$ cat config.mk
export PLATFORM = sky130hd
export DESIGN_NAME = pca_ctrl
export DESIGN_NICKNAME = d
export VERILOG_FILES = /design/src/hw/rtl/pca_pkg.sv /design/src/hw/rtl/pca_ctrl.sv
export SDC_FILE = /design/constraint.sdc
export NUM_CORES = 1
export LEC_CHECK = 0
export ABC_AREA = 1
export ABC_CLOCK_PERIOD_IN_PS = 1810
export BUFFER_PORTS_ARGS = -buffer_cell sky130_fd_sc_hd__buf_2
export CAP_MARGIN = 5
export CELL_PAD_IN_SITES_DETAIL_PLACEMENT = 0
export CELL_PAD_IN_SITES_GLOBAL_PLACEMENT = 1
export CORE_AREA = 5 5 42 44
export DETAILED_ROUTE_END_ITERATION = 10
export DIE_AREA = 0 0 47 49
export GPL_TIMING_DRIVEN = 0
export PLACE_DENSITY = 0.65
export SYNTH_ARGS = -nofsm -noshare
export SYNTH_HDL_FRONTEND = slang
export SYNTH_SLANG_ARGS = --single-unit
$ cat constraint.sdc
create_clock -name clk -period 1.81 [get_ports clk]
set_input_delay 0 -clock clk [delete_from_list [all_inputs] [get_ports clk]]
set_output_delay 0 -clock clk [all_outputs]
set_load 0.02 [all_outputs]
$ cat src/hw/rtl/pca_pkg.sv
// ----------------------------------------------------------------------------
// pca_pkg
// Shared types, widths and constants for the pixel color adjust pipeline.
// ----------------------------------------------------------------------------
package pca_pkg;

  localparam int PIPE_DEPTH = 5;

  localparam int CHAN_W   = 8;
  localparam int GAIN_W   = 16;
  localparam int FRAC_W   = 12;
  localparam int CFG_IDX_W = 2;

  localparam int LUMA_W   = 21;
  localparam int SCALED_W = 24;
  localparam int DIFF_W   = 25;
  localparam int PROD1_W  = 42;
  localparam int Q1_W     = 30;
  localparam int SMM_W    = 31;
  localparam int PROD2_W  = 48;
  localparam int Q2_W     = 36;
  localparam int CON_W    = 37;
  localparam int OUT_Q_W  = 25;

  localparam logic [GAIN_W-1:0] GAIN_ONE = 16'd4096;

  localparam logic [11:0] LUMA_WT_RED   = 12'd870;
  localparam logic [11:0] LUMA_WT_GREEN = 12'd2930;
  localparam logic [11:0] LUMA_WT_BLUE  = 12'd295;

  localparam int MID_GREY_Q12 = 522240;
  localparam int HALF_LSB     = 2048;

  typedef enum logic [CFG_IDX_W-1:0] {
    REG_BRIGHTNESS = 2'd0,
    REG_SATURATION = 2'd1,
    REG_CONTRAST   = 2'd2
  } cfg_reg_t;

  typedef struct packed {
    logic [PIPE_DEPTH-1:0] valid;
    logic [PIPE_DEPTH-1:0] load;
    logic                  in_ready;
  } pca_ctrl_t;

endpackage

$ cat src/hw/rtl/pca_ctrl.sv
// ----------------------------------------------------------------------------
// pca_ctrl
// Valid bits and per-stage load enables; bubbles collapse, stalls hold.
// ----------------------------------------------------------------------------
module pca_ctrl (
  input  logic                clk,
  input  logic                rst_n,
  input  logic                in_valid,
  input  logic                out_ready,
  output pca_pkg::pca_ctrl_t  ctrl
);

  logic [pca_pkg::PIPE_DEPTH-1:0] valid_r;
  logic [pca_pkg::PIPE_DEPTH-1:0] valid_nxt;
  logic [pca_pkg::PIPE_DEPTH:0]   ready;
  logic [pca_pkg::PIPE_DEPTH-1:0] feed;
  logic [pca_pkg::PIPE_DEPTH-1:0] load;

  always_comb begin
    ready[pca_pkg::PIPE_DEPTH] = out_ready;
    for (int k = pca_pkg::PIPE_DEPTH - 1; k >= 0; k--) begin
      ready[k] = !valid_r[k] || ready[k+1];
    end
    feed = {valid_r[pca_pkg::PIPE_DEPTH-2:0], in_valid};
    load = ready[pca_pkg::PIPE_DEPTH-1:0] & feed;
    for (int k = 0; k < pca_pkg::PIPE_DEPTH; k++) begin
      valid_nxt[k] = ready[k] ? feed[k] : valid_r[k];
    end
  end

  always_ff @(posedge clk) begin
    if (!rst_n) begin
      valid_r <= '0;
    end else begin
      valid_r <= valid_nxt;
    end
  end

  assign ctrl.valid    = valid_r;
  assign ctrl.load     = load;
  assign ctrl.in_ready = ready[0];

endmodule

==> results of run 1 <==
==> cell type report <==
type	count	area (sq um)	area share (%)
Buffer	1	7.51	2.15
Sequential cell	5	100	28.7
Tap cell	16	20.0	5.73
Inverter	9	33.8	9.68
Clock buffer	4	26.3	7.53
Timing Repair Buffer	14	70.1	20.1
Multi-Input combinational cell	15	91.3	26.2
==> kinds of logic after synthesis <==
family	Yosys count	synth area share, %
compound gates	8	19.4
buf+inv	10	17.7
flops	5	43.0
simple gates	7	19.9
==> stage by stage <==
step / power (mW) / hold slack (ns) / worst slack, ns / cells
detailed placement: 0.151 / 0.278 / 0.768 / 60
global placement: 0.151 / 0.270 / 0.776 / 60
floorplan: 0.139 / 0.161 / 0.749 / 30
global route: 0.302 / 0.0262 / 0.426 / 64
finish: 0.282 / 0.0201 / 0.524 / 64
CTS: 0.288 / 0.0189 / 0.498 / 64
==> worst paths after layout <==
kind | start | to | slack, ns | cells after the start
worst max-delay path | valid_r[4] | ctrl[0] | 0.52 | 5
worst min-delay path | in_valid | valid_r[0] | 0.02 | 3
worst max register to register | valid_r[4] | valid_r[2] | 0.83 | 5
worst min register to register | valid_r[3] | valid_r[4] | 0.51 | 2
==> layer usage <==
layer,vias to the layer above,share of wire (%),global-route usage (%)
met4,0,0.93,2.76
met5,-,0,0
li1,129,-,-
met1,101,44,5.53
met2,15,35,6.56
met3,2,20,7.38
==> where the power goes <==
| group | internal, mW | switching (mW) | total (mW) |
|---|---|---|---|
| sequential | 0.114 | 0.00375 | 0.118 |
| clock | 0.0836 | 0.0502 | 0.134 |
| combinational | 0.0107 | 0.0198 | 0.0305 |
| total | 0.208 | 0.0738 | 0.282 |
==> synth_stat cells (all sizes together) <==
library cell  instances  area [sq um]
inv                   9          33.8
nand3                 2          20.0
nand2                 4          15.0
a21oi                 7          38.8
a31oi                 1          6.26
nor2                  1          11.3
buf                   1          7.51
dfxtp                 5           100
==> tightest hold or removal path, stage by stage <==
cell and delay [ns]:
buf_2 0.09, inv_1 0.07, a21oi_2 0.05
==> out/qor.csv, run 1 <==
metric,value,unit
floorplan.die.width,47,um
post_dp_cell_area,323,sq um
syn-cell-area,233,sq um
cp_cell_sequence,nand3_2 > nor2_4 > nand3_2 > buf_4 > buf_2,
irDropWorstVdd,0.238,mV
synthCells,30,
cts_resized,0,
crit_arrival,1.29,ns
overflow,0,
fin_worst_skew,0.00119,ns
status,finished clean,
cp_max_fo,5,
avgSynthCellArea,7.76,sq um
wl_per_cell,8.44,um
cts_hold_buf,0,
antenna_found_initial,0,
cts_buffers,3,
htreeDepth,1,
grt.total_usage,5.65,%
hold_viol,0,
rsz0062_at_grt,no,
finalCritPeriodShare,71.0,%
initial_core_util,16.6,%
ys_ff_latch,5,
grt_first_pass_wirelength,848,um
numPortBuffers,14,
cts.clk_slew.worst_paths,0.04,ns
crit_required,1.81,ns
syn-num-nets,34,
slew_viol_final,0,
core-area,1400,sq um
final_cell_mix,"buf_2, inv_1, a21oi_1, dfxtp_1, nand2_1",
place_congestion,0.613,
min_period,1.29,ns
nNetsFinal,53,
nFillCells,176,
p_leak,0.181,nW
drt.antenna.violating_nets,0,
drc_errors,0,
cp.buffers_inverters,2,
layout-drive-gt1-share,47.9,%
viasPerCell,3.86,
cts_buffer_depth,2,
area_growth,50.0,%
reg_top3,valid_r: 5 flops,
ys_warn_count,0,
cts_root_buffer,clkbuf_4,
final_cell_area,349,sq um
end_kind,output port,
final_util,24.9,%
cts_setup_buffers,0,
cp-start-kind,register,
hold_path_class,input pin to register,
dieArea,2300,sq um
grt_max_degree,7,
pin_count,15,
regMostFlops,valid_r,
tightest_slew,0.197,ns
largest_reg_flops,5,
cpMostUsedCell,nand3_2,
criticalPathCategory,register to output port,
dr.pass1.iters,2,
setup_viol,0,
cp_top_family,flip-flops,
power_density,808,nW/um^2
fp.dieH,49,um
cts.sinks,5,
antenna_cells,0,
num_rows,14,
maxCapViolCount,0,
tns,0,ns
yosysUniqueCellTypes,10,
seq_area_frac_synth,43.0,%
drt-initial-drc-count,2,
fmax,778,MHz
insertion_delay,0.25,ns
slowest_delay,0.37,ns
hpwl,424,um
slowest_stage,dfxtp_1,
max_slew_margin,86.9,%
first_global_vias,215,
routed_wl,540,um
vias,247,
final_common_cell,buf_2,
cts_tree,yes,
(Power assumes the default switching activity.)
==> inputs of run 2 (changes only) <==
Settings changed: ABC_CLOCK_PERIOD_IN_PS 1810 to 1230.
Clock period 1.81 ns to 1.23 ns, I/O delays scaled along.
==> out/qor.csv, run 2 (synthesis gave the netlist of run 1 again) <==
metric,value,unit
insertion_delay,0.25,ns
cts_root_buffer,clkbuf_4,
first_global_vias,227,
max_slew_margin,80.9,%
criticalPathCategory,register to output port,
dieArea,2300,sq um
cts_buffers,3,
reg2reg_to,valid_r[0],
viasPerCell,3.93,
final_cell_mix,"buf_2, inv_1, a21oi_1, buf_4",
num_rows,14,
htreeDepth,1,
fmax,860,MHz
core-area,1400,sq um
grt_max_degree,7,
floorplan.die.width,47,um
rsz0062_at_grt,yes,
cts_buffer_depth,2,
end_kind,output port,
route.met3.wl,102,um
min_period,1.16,ns
nNetsFinal,56,
cts.sinks,5,
rrSetupSlack,0.28,ns
hold_viol,0,
nFillCells,169,
area_growth,82.3,%
hold-path-endpoint,valid_r[4],
wl_per_cell,9.18,um
crit_arrival,1.16,ns
irDropWorstVdd,0.355,mV
status,finished clean,
finalCritPeriodShare,94.5,%
hpwl,424,um
wl_met2,249,um
grt.total_usage,5.87,%
routed_wl,615,um
power_density,994,nW/um^2
top_layer,met4,
cp_max_fo,4,
overflow,0,
maxCapViolCount,0,
final_cell_area,424,sq um
worstRegToRegCells,5,
slowest_stage,dfxtp_4,
min_path_cells,4,
cp_cell_sequence,nand3_4 > nor2_4 > nand3_2 > buf_4 > buf_6,
drt.antenna.violating_nets,0,
regMostFlops,valid_r,
drt-initial-drc-count,1,
reg_top3,valid_r: 5 flops,
cts.clk_slew.worst_paths,0.04,ns
fin_worst_skew,0.00213,ns
pin_count,15,
cp-start-kind,register,
hp-start,out_ready,
p_leak,0.206,nW
slew_viol_final,0,
drc_errors,0,
vias,263,
slowest_delay,0.36,ns
initial_core_util,16.6,%
largest_reg_flops,5,
power,422,uW
layout-drive-gt1-share,60.8,%
place_congestion,0.613,
tightest_slew,0.286,ns
rr_startpoint,valid_r[4],
grt_first_pass_wirelength,890,um
post_dp_cell_area,323,sq um
numPortBuffers,14,
final_common_cell,buf_2,
antenna_found_initial,0,
antenna_cells,0,
cts_tree,yes,
hold_path_class,input pin to register,
dr.pass1.iters,3,
setup_viol,0,
wl_met1,256,um
crit_required,1.23,ns
fp.dieH,49,um
tns,0,ns
run 2: cell types whose count changed in the layout (fill, tap and decap cells not counted):
cell     delta
dfxtp_2     +1
nand2_2     +1
buf_6       +3
buf_4       +3
nand3_4     +1
nand2_1     -1
nand3_2     -1
buf_2       -3
a31oi_1     -1
dfxtp_4     +2
a31oi_4     +1
dfxtp_1     -3
run 2: metal layers:
layer | up-vias | track usage, %
met1 | 111 | 6.00
li1 | 135 | -
met2 | 15 | 7.01
met4 | 0 | 2.76
met5 | - | 0
met3 | 2 | 7.01
run 2: layout make-up:
type | instances | area (sq um) | area share (%)
Inverter | 9 | 33.8 | 7.96
Tap cell | 16 | 20.0 | 4.72
Timing Repair Buffer | 17 | 111 | 26.3
Clock buffer | 4 | 26.3 | 6.19
Multi-Input combinational cell | 15 | 116 | 27.4
Buffer | 1 | 7.51 | 1.77
Sequential cell | 5 | 109 | 25.7
run 2: timing repair:
item | in CTS | in global routing
cloned | 0 | 0
hold buffers | 0 | 0
buffers inserted | 1 | 2
gates resized for setup | 4 | 10
setup endpoints to repair | 2 | 4
pin swaps | 1 | 2
hold endpoints to repair | 0 | 0
run 2: report_power, final:
group / internal (mW) / switching [mW]
clock network: 0.123 / 0.0738
logic: 0.0210 / 0.0320
registers: 0.164 / 0.00762
total: 0.308 / 0.113
run 2: worst max-delay path by stage:
| stage | startpoint | end | slack (ns) | cells after the start |
|---|---|---|---|---|
| 3_5_place_dp | valid_r[4] | ctrl[0] | 0.19 | 5 |
| 6_report | valid_r[4] | ctrl[0] | 0.07 | 5 |
| 2_1_floorplan | valid_r[4] | valid_r[2] | 0.17 | 5 |
| 3_3_place_gp | valid_r[4] | ctrl[0] | 0.20 | 5 |
| 4_1_cts | valid_r[4] | ctrl[0] | 0.001 | 5 |
| 5_1_grt | valid_r[3] | ctrl[3] | -0.01 | 6 |
run 2: per-stage QoR:
stage	util, %	worst slack (ns)	std cells	hold slack [ns]
floorplan	-	0.169	30	0.161
global placement	23.0	0.196	60	0.270
detailed placement	23.0	0.188	60	0.278
CTS	26.3	0.000996	65	0.0189
global route	30.3	-0.0135	67	0.0247
finish	30.3	0.0671	67	0.0332
run 2: critical path, delay by kind of cell, from the launching register on:
family | cells | cell delay (ns)
buf+inv | 2 | 0.27
flops | 1 | 0.36
simple gates | 3 | 0.28
