$ cat src/hw/rtl/pca_pkg.sv
// ----------------------------------------------------------------------------
// pca_pkg
// Shared types, widths and constants for the pixel color adjust pipeline.
// ----------------------------------------------------------------------------
package pca_pkg;

  localparam int PIPE_DEPTH = 5;

  localparam int CHAN_W   = 8;
  localparam int GAIN_W   = 16;
  localparam int FRAC_W   = 12;
  localparam int CFG_IDX_W = 2;

  localparam int LUMA_W   = 21;
  localparam int SCALED_W = 24;
  localparam int DIFF_W   = 25;
  localparam int PROD1_W  = 42;
  localparam int Q1_W     = 30;
  localparam int SMM_W    = 31;
  localparam int PROD2_W  = 48;
  localparam int Q2_W     = 36;
  localparam int CON_W    = 37;
  localparam int OUT_Q_W  = 25;

  localparam logic [GAIN_W-1:0] GAIN_ONE = 16'd4096;

  localparam logic [11:0] LUMA_WT_RED   = 12'd870;
  localparam logic [11:0] LUMA_WT_GREEN = 12'd2930;
  localparam logic [11:0] LUMA_WT_BLUE  = 12'd295;

  localparam int MID_GREY_Q12 = 522240;
  localparam int HALF_LSB     = 2048;

  typedef enum logic [CFG_IDX_W-1:0] {
    REG_BRIGHTNESS = 2'd0,
    REG_SATURATION = 2'd1,
    REG_CONTRAST   = 2'd2
  } cfg_reg_t;

  typedef struct packed {
    logic [PIPE_DEPTH-1:0] valid;
    logic [PIPE_DEPTH-1:0] load;
    logic                  in_ready;
  } pca_ctrl_t;

endpackage

$ cat src/hw/rtl/pca_chan.sv
// ----------------------------------------------------------------------------
// pca_chan
// One color channel: brightness scale, saturation, contrast, round and clamp.
// ----------------------------------------------------------------------------
module pca_chan (
  input  logic                              clk,
  input  pca_pkg::pca_ctrl_t                ctrl,
  input  logic [pca_pkg::GAIN_W-1:0]        brightness_gain,
  input  logic [pca_pkg::GAIN_W-1:0]        saturation_gain,
  input  logic [pca_pkg::GAIN_W-1:0]        contrast_gain,
  input  logic [pca_pkg::CHAN_W-1:0]        chan_in,
  input  logic [pca_pkg::LUMA_W-1:0]        luma_s1,
  input  logic [pca_pkg::LUMA_W-1:0]        luma_s2,
  input  logic                              pass_s4,
  output logic [pca_pkg::CHAN_W-1:0]        chan_out
);

  logic [pca_pkg::CHAN_W-1:0]          c_r [pca_pkg::PIPE_DEPTH-1];
  logic [pca_pkg::SCALED_W-1:0]        scaled_s1_r;
  logic signed [pca_pkg::PROD1_W-1:0]  prod1_s2_r;
  logic signed [pca_pkg::SMM_W-1:0]    smm_s3_r;
  logic signed [pca_pkg::PROD2_W-1:0]  prod2_s4_r;
  logic [pca_pkg::CHAN_W-1:0]          res_s5_r;

  logic [pca_pkg::SCALED_W-1:0]        scaled_nxt;
  logic signed [pca_pkg::DIFF_W-1:0]   diff;
  logic signed [pca_pkg::GAIN_W:0]     sat_gain_s;
  logic signed [pca_pkg::GAIN_W:0]     con_gain_s;
  logic signed [pca_pkg::PROD1_W-1:0]  prod1_nxt;
  logic signed [pca_pkg::PROD1_W-1:0]  p1_rnd;
  logic signed [pca_pkg::Q1_W-1:0]     q1;
  logic signed [pca_pkg::SMM_W-1:0]    smm_nxt;
  logic signed [pca_pkg::PROD2_W-1:0]  prod2_nxt;
  logic signed [pca_pkg::PROD2_W-1:0]  p2_rnd;
  logic signed [pca_pkg::Q2_W-1:0]     q2;
  logic signed [pca_pkg::CON_W-1:0]    con;
  logic signed [pca_pkg::CON_W-1:0]    con_rnd;
  logic signed [pca_pkg::OUT_Q_W-1:0]  o_q;
  logic [pca_pkg::CHAN_W-1:0]          res_nxt;

  always_comb begin
    scaled_nxt = pca_pkg::SCALED_W'(chan_in) * pca_pkg::SCALED_W'(brightness_gain);

    sat_gain_s = $signed({1'b0, saturation_gain});
    con_gain_s = $signed({1'b0, contrast_gain});

    diff = $signed({1'b0, scaled_s1_r})
         - pca_pkg::DIFF_W'($signed({1'b0, luma_s1}));
    prod1_nxt = pca_pkg::PROD1_W'(diff) * pca_pkg::PROD1_W'(sat_gain_s);

    p1_rnd  = prod1_s2_r + pca_pkg::PROD1_W'(pca_pkg::HALF_LSB);
    q1      = pca_pkg::Q1_W'(p1_rnd >>> pca_pkg::FRAC_W);
    smm_nxt = pca_pkg::SMM_W'(q1)
            + pca_pkg::SMM_W'($signed({1'b0, luma_s2}))
            - pca_pkg::SMM_W'(pca_pkg::MID_GREY_Q12);

    prod2_nxt = pca_pkg::PROD2_W'(smm_s3_r) * pca_pkg::PROD2_W'(con_gain_s);

    p2_rnd  = prod2_s4_r + pca_pkg::PROD2_W'(pca_pkg::HALF_LSB);
    q2      = pca_pkg::Q2_W'(p2_rnd >>> pca_pkg::FRAC_W);
    con     = pca_pkg::CON_W'(q2) + pca_pkg::CON_W'(pca_pkg::MID_GREY_Q12);
    con_rnd = con + pca_pkg::CON_W'(pca_pkg::HALF_LSB);
    o_q     = pca_pkg::OUT_Q_W'(con_rnd >>> pca_pkg::FRAC_W);

    if (pass_s4) begin
      res_nxt = c_r[pca_pkg::PIPE_DEPTH-2];
    end else if (o_q < 0) begin
      res_nxt = '0;
    end else if (o_q > pca_pkg::OUT_Q_W'(255)) begin
      res_nxt = '1;
    end else begin
      res_nxt = o_q[pca_pkg::CHAN_W-1:0];
    end
  end

  always_ff @(posedge clk) begin
    if (ctrl.load[0]) begin
      c_r[0]      <= chan_in;
      scaled_s1_r <= scaled_nxt;
    end
    if (ctrl.load[1]) begin
      prod1_s2_r <= prod1_nxt;
    end
    if (ctrl.load[2]) begin
      smm_s3_r <= smm_nxt;
    end
    if (ctrl.load[3]) begin
      prod2_s4_r <= prod2_nxt;
    end
    if (ctrl.load[4]) begin
      res_s5_r <= res_nxt;
    end
  end

  for (genvar k = 1; k < pca_pkg::PIPE_DEPTH - 1; k++) begin : g_c_pipe
    always_ff @(posedge clk) begin
      if (ctrl.load[k]) begin
        c_r[k] <= c_r[k-1];
      end
    end
  end

  assign chan_out = res_s5_r;

endmodule

$ cat config.mk
export PLATFORM = sky130hd
export DESIGN_NAME = pca_chan
export DESIGN_NICKNAME = d
export VERILOG_FILES = /design/src/hw/rtl/pca_pkg.sv /design/src/hw/rtl/pca_chan.sv
export SDC_FILE = /design/constraint.sdc
export NUM_CORES = 2
export LEC_CHECK = 0
export ABC_AREA = 1
export ABC_CLOCK_PERIOD_IN_PS = 21200
export BUFFER_PORTS_ARGS = -buffer_cell sky130_fd_sc_hd__buf_2
export CAP_MARGIN = 20
export CORE_MARGIN = 1
export CORE_UTILIZATION = 70
export DETAILED_ROUTE_END_ITERATION = 12
export GPL_TIMING_DRIVEN = 0
export PLACE_DENSITY = 0.91
export SETUP_SLACK_MARGIN = 0.05
export SLEW_MARGIN = 20
export SYNTH_ARGS = -nofsm -noshare
export SYNTH_HDL_FRONTEND = slang
export SYNTH_SLANG_ARGS = --single-unit
$ cat constraint.sdc
create_clock -name clk -period 21.2 [get_ports clk]
set_input_delay 1.06 -clock clk [delete_from_list [all_inputs] [get_ports clk]]
set_output_delay 1.06 -clock clk [all_outputs]
set_load 0.02 [all_outputs]
==> results.py <==
metrics = {
    "timing": {
        "finClkSkew_ns": 0.0321,
        "relSlewSlack_pct": 26.0,
        "fin_crit_sh_pct": 44.0,
        "tns_ns": 0,
        "setup_viol": 0,
        "grt_setup_unrepaired": "no",
        "drv_slew": 0,
        "worstMarginPinSlew_ns": 1.11,
        "fmax_ghz": 0.107,
        "timing.final.hold_violations": 0,
        "min_period_ns": 9.34,
    },
    "worst_setup_path": {
        "crit_arrival_ns": 9.66,
        "reg2reg_from": "scaled_s1_r[0]",
        "r2r-end": "prod1_s2_r[41]",
        "path_max_fanout": 10,
        "cp_common_cell": "fa_1",
        "criticalPathCategory": "input port to flop",
        "worstRegToRegCells": 34,
        "r2r_slack_ns": 12.11,
        "worstPathRequired_ns": 21.52,
        "critPathSlowestCell": "fa_1",
        "startpoint_type": "input port",
        "end_kind": "flop",
        "crit_path_max_incr_delay_ns": 0.81,
    },
    "route": {
        "viasPerCell": 5.73,
        "drc": 2,
        "drtPass1Iterations": 12,
        "drt_iter0_drc": 3585,
        "finalWirelength_um": 127000,
        "num_vias": 38300,
        "wire_per_inst_um": 19.0,
        "route.antenna.remaining_nets": 0,
    },
    "logic_synthesis": {
        "syn-instance-count": 5701,
        "ys_ff_latch": 163,
        "synth_nets": 7092,
        "synth_ff_type": "edfxtp_1",
        "post_synth_and_or_nand_nor_area_fraction_pct": 16.6,
        "synthAdderAreaFrac_pct": 50.1,
        "synth-compound-area-share_pct": 4.76,
        "synth_area_leaders": "fa_1 (41%), inv_1 (13%), edfxtp_1 (11%), nand2_1 (10%), ha_1 (9.0%)",
        "netlist.area_leader.share_pct": 41.1,
        "syn_area_um2": 46200,
        "synthXorXnorAreaFrac_pct": 3.09,
        "synthMuxAreaShare_pct": 0,
        "yosys.area.top_type": "fa_1",
        "synth_top_family_by_area": "adder cells",
        "ys_seq_area_share_pct": 10.6,
        "synth-async-reset-ratio_pct": 0,
        "synth_area_per_cell_um2": 8.10,
        "synth_edf_count": 163,
        "synth_warnings": 0,
        "synth.distinct_cells": 56,
    },
    "global_routing": {
        "grt.overflow.total": 0,
        "grt_max_degree": 46,
        "antenna_found_initial": 7,
        "grt_pass1_vias": 40700,
        "grt_first_pass_wirelength_um": 205000,
        "grt_usage_pct": 39.9,
    },
    "cts": {
        "cts_buffers": 17,
        "path_clk_slew_ns": 0.08,
        "hold_buffers": 0,
        "h-tree-depth": 4,
        "insertion_delay_ns": 0.52,
        "cts_tree": "built",
        "post-cts-setup-buffer-count": 0,
        "root_buffer": "clkbuf_16",
        "cts_sinks": 163,
        "cts_resized": 0,
        "clock_path_buffers": 2,
    },
    "floorplan": {
        "fp.dieH_um": 259,
        "io_pins": 119,
        "core_um2": 64800,
        "rows": 93,
        "start_util_pct": 71.3,
        "die-area_um2": 67000,
        "die_w_um": 259,
    },
    "cells_and_area": {
        "drive_above_1_share_pct": 4.02,
        "syn_to_final_growth_pct": 4.67,
        "nNetsFinal": 7199,
        "final_common_cell": "inv_1",
        "layout_common_cells": "inv_1 (1615), nand2_1 (1279), fa_1 (948), nor2_1 (361), ha_1 (332)",
    },
    "min_path": {
        "hp-start": "c_r[1][2]",
        "hold_path_class": "flop to flop",
        "worstHoldEndpoint": "c_r[2][2]",
        "min_delay_path_depth": 0,
    },
    "run": {
        "maxCapViolCount": 0,
    },
    "run_status": {
        "status": "finished, violations left",
        "violations": "DRC",
    },
    "place": {
        "routabilityCongestion": 1.03,
        "io_buffers": 88,
        "dp_hpwl_um": 106000,
    },
}
## critical path, delay by kind of cell
kind / cells / cell delay (ns)
xor+xnor: 1 / 0.26
fa+ha+maj: 9 / 4.41
compound gates: 10 / 1.91
buf+inv: 5 / 0.57
simple gates: 9 / 1.42
## cells in the mapped netlist, types with 5 or more instances
cell type and number:
o21bai_1 6, buf_2 7, nor4_1 5, nor2_2 21, xnor2_1 61, nand3_2 5
nor2_1 361, clkbuf_1 178, o21ai_0 89, o21ai_1 17, edfxtp_1 163, a31oi_1 31
or2_2 25, o211ai_1 6, a21oi_1 190, inv_1 1615, ha_1 332, nand2_2 25
or2_1 10, a21o_1 10, nand4_1 30, xor2_1 100, nand2_1 1279, a21boi_0 5
clkinv_1 9, nor3_1 27, inv_2 6, o31ai_1 6, o21a_1 9, nor2_4 8
fa_1 948, nand3_1 71
## flip-flops by register name, summed over array words and instances (netlist names)
register,cells
prod1_s2_r,31
c_r,32
smm_s3_r,31
scaled_s1_r,24
chan_out,8
prod2_s4_r,37
## worst max-delay path by stage
stage                     slack [ns]  cells past startpoint        from              to
after floorplan                12.86                     33  luma_s1[0]  prod1_s2_r[41]
after global placement         11.76                     34  luma_s1[0]  prod1_s2_r[41]
after detailed placement       11.54                     34  luma_s1[0]  prod1_s2_r[41]
after CTS                      12.08                     34  luma_s1[0]  prod1_s2_r[41]
after global routing           11.25                     34  luma_s1[0]  prod1_s2_r[41]
final                          11.86                     34  luma_s1[0]  prod1_s2_r[41]
## kinds of logic (layout without fill, tap and decap cells)
group           after synthesis  count (layout)
fa+ha+maj                  1280            1280
other cells                   0               5
flops                       163             163
buf+inv                    1821            1941
xor+xnor                    162             162
compound gates              393             393
simple gates               1882            1882
## metal layers
layer / track usage [%] / part of all wire, % / vias to the layer above
li1: - / - / 16800
met1: 45.8 / 34 / 18400
met2: 65.6 / 47 / 2333
met3: 10.4 / 11 / 742
met4: 27.4 / 8.3 / 4
met5: 0 / 0.022 / -
## through the flow
step	setup slack, ns	cell area (um^2)	hold slack [ns]	util, %	instances
5_1_grt	11.25	48300	0.418	74.6	6679
3_5_place_dp	11.54	47700	0.405	73.6	6644
3_3_place_gp	11.76	47700	0.401	73.6	6644
6_report	11.86	48400	0.414	74.6	6681
4_1_cts	12.08	48300	0.418	74.6	6676
2_1_floorplan	12.86	46200	0.400	-	5701
## layout make-up
class,instances,area [um^2]
flip-flops and latches,163,4890
well taps,855,1070
multi-input cells,3717,34400
inverters,1630,6120
repair buffers,88,440
fillers,4598,16500
plain buffers,191,737
diodes,5,12.5
clock buffers,17,425
clock inverters,15,209
Power is left out: the tool's default activity adds up to more than one toggle a clock period on the data nets, which glitch-free logic cannot reach.
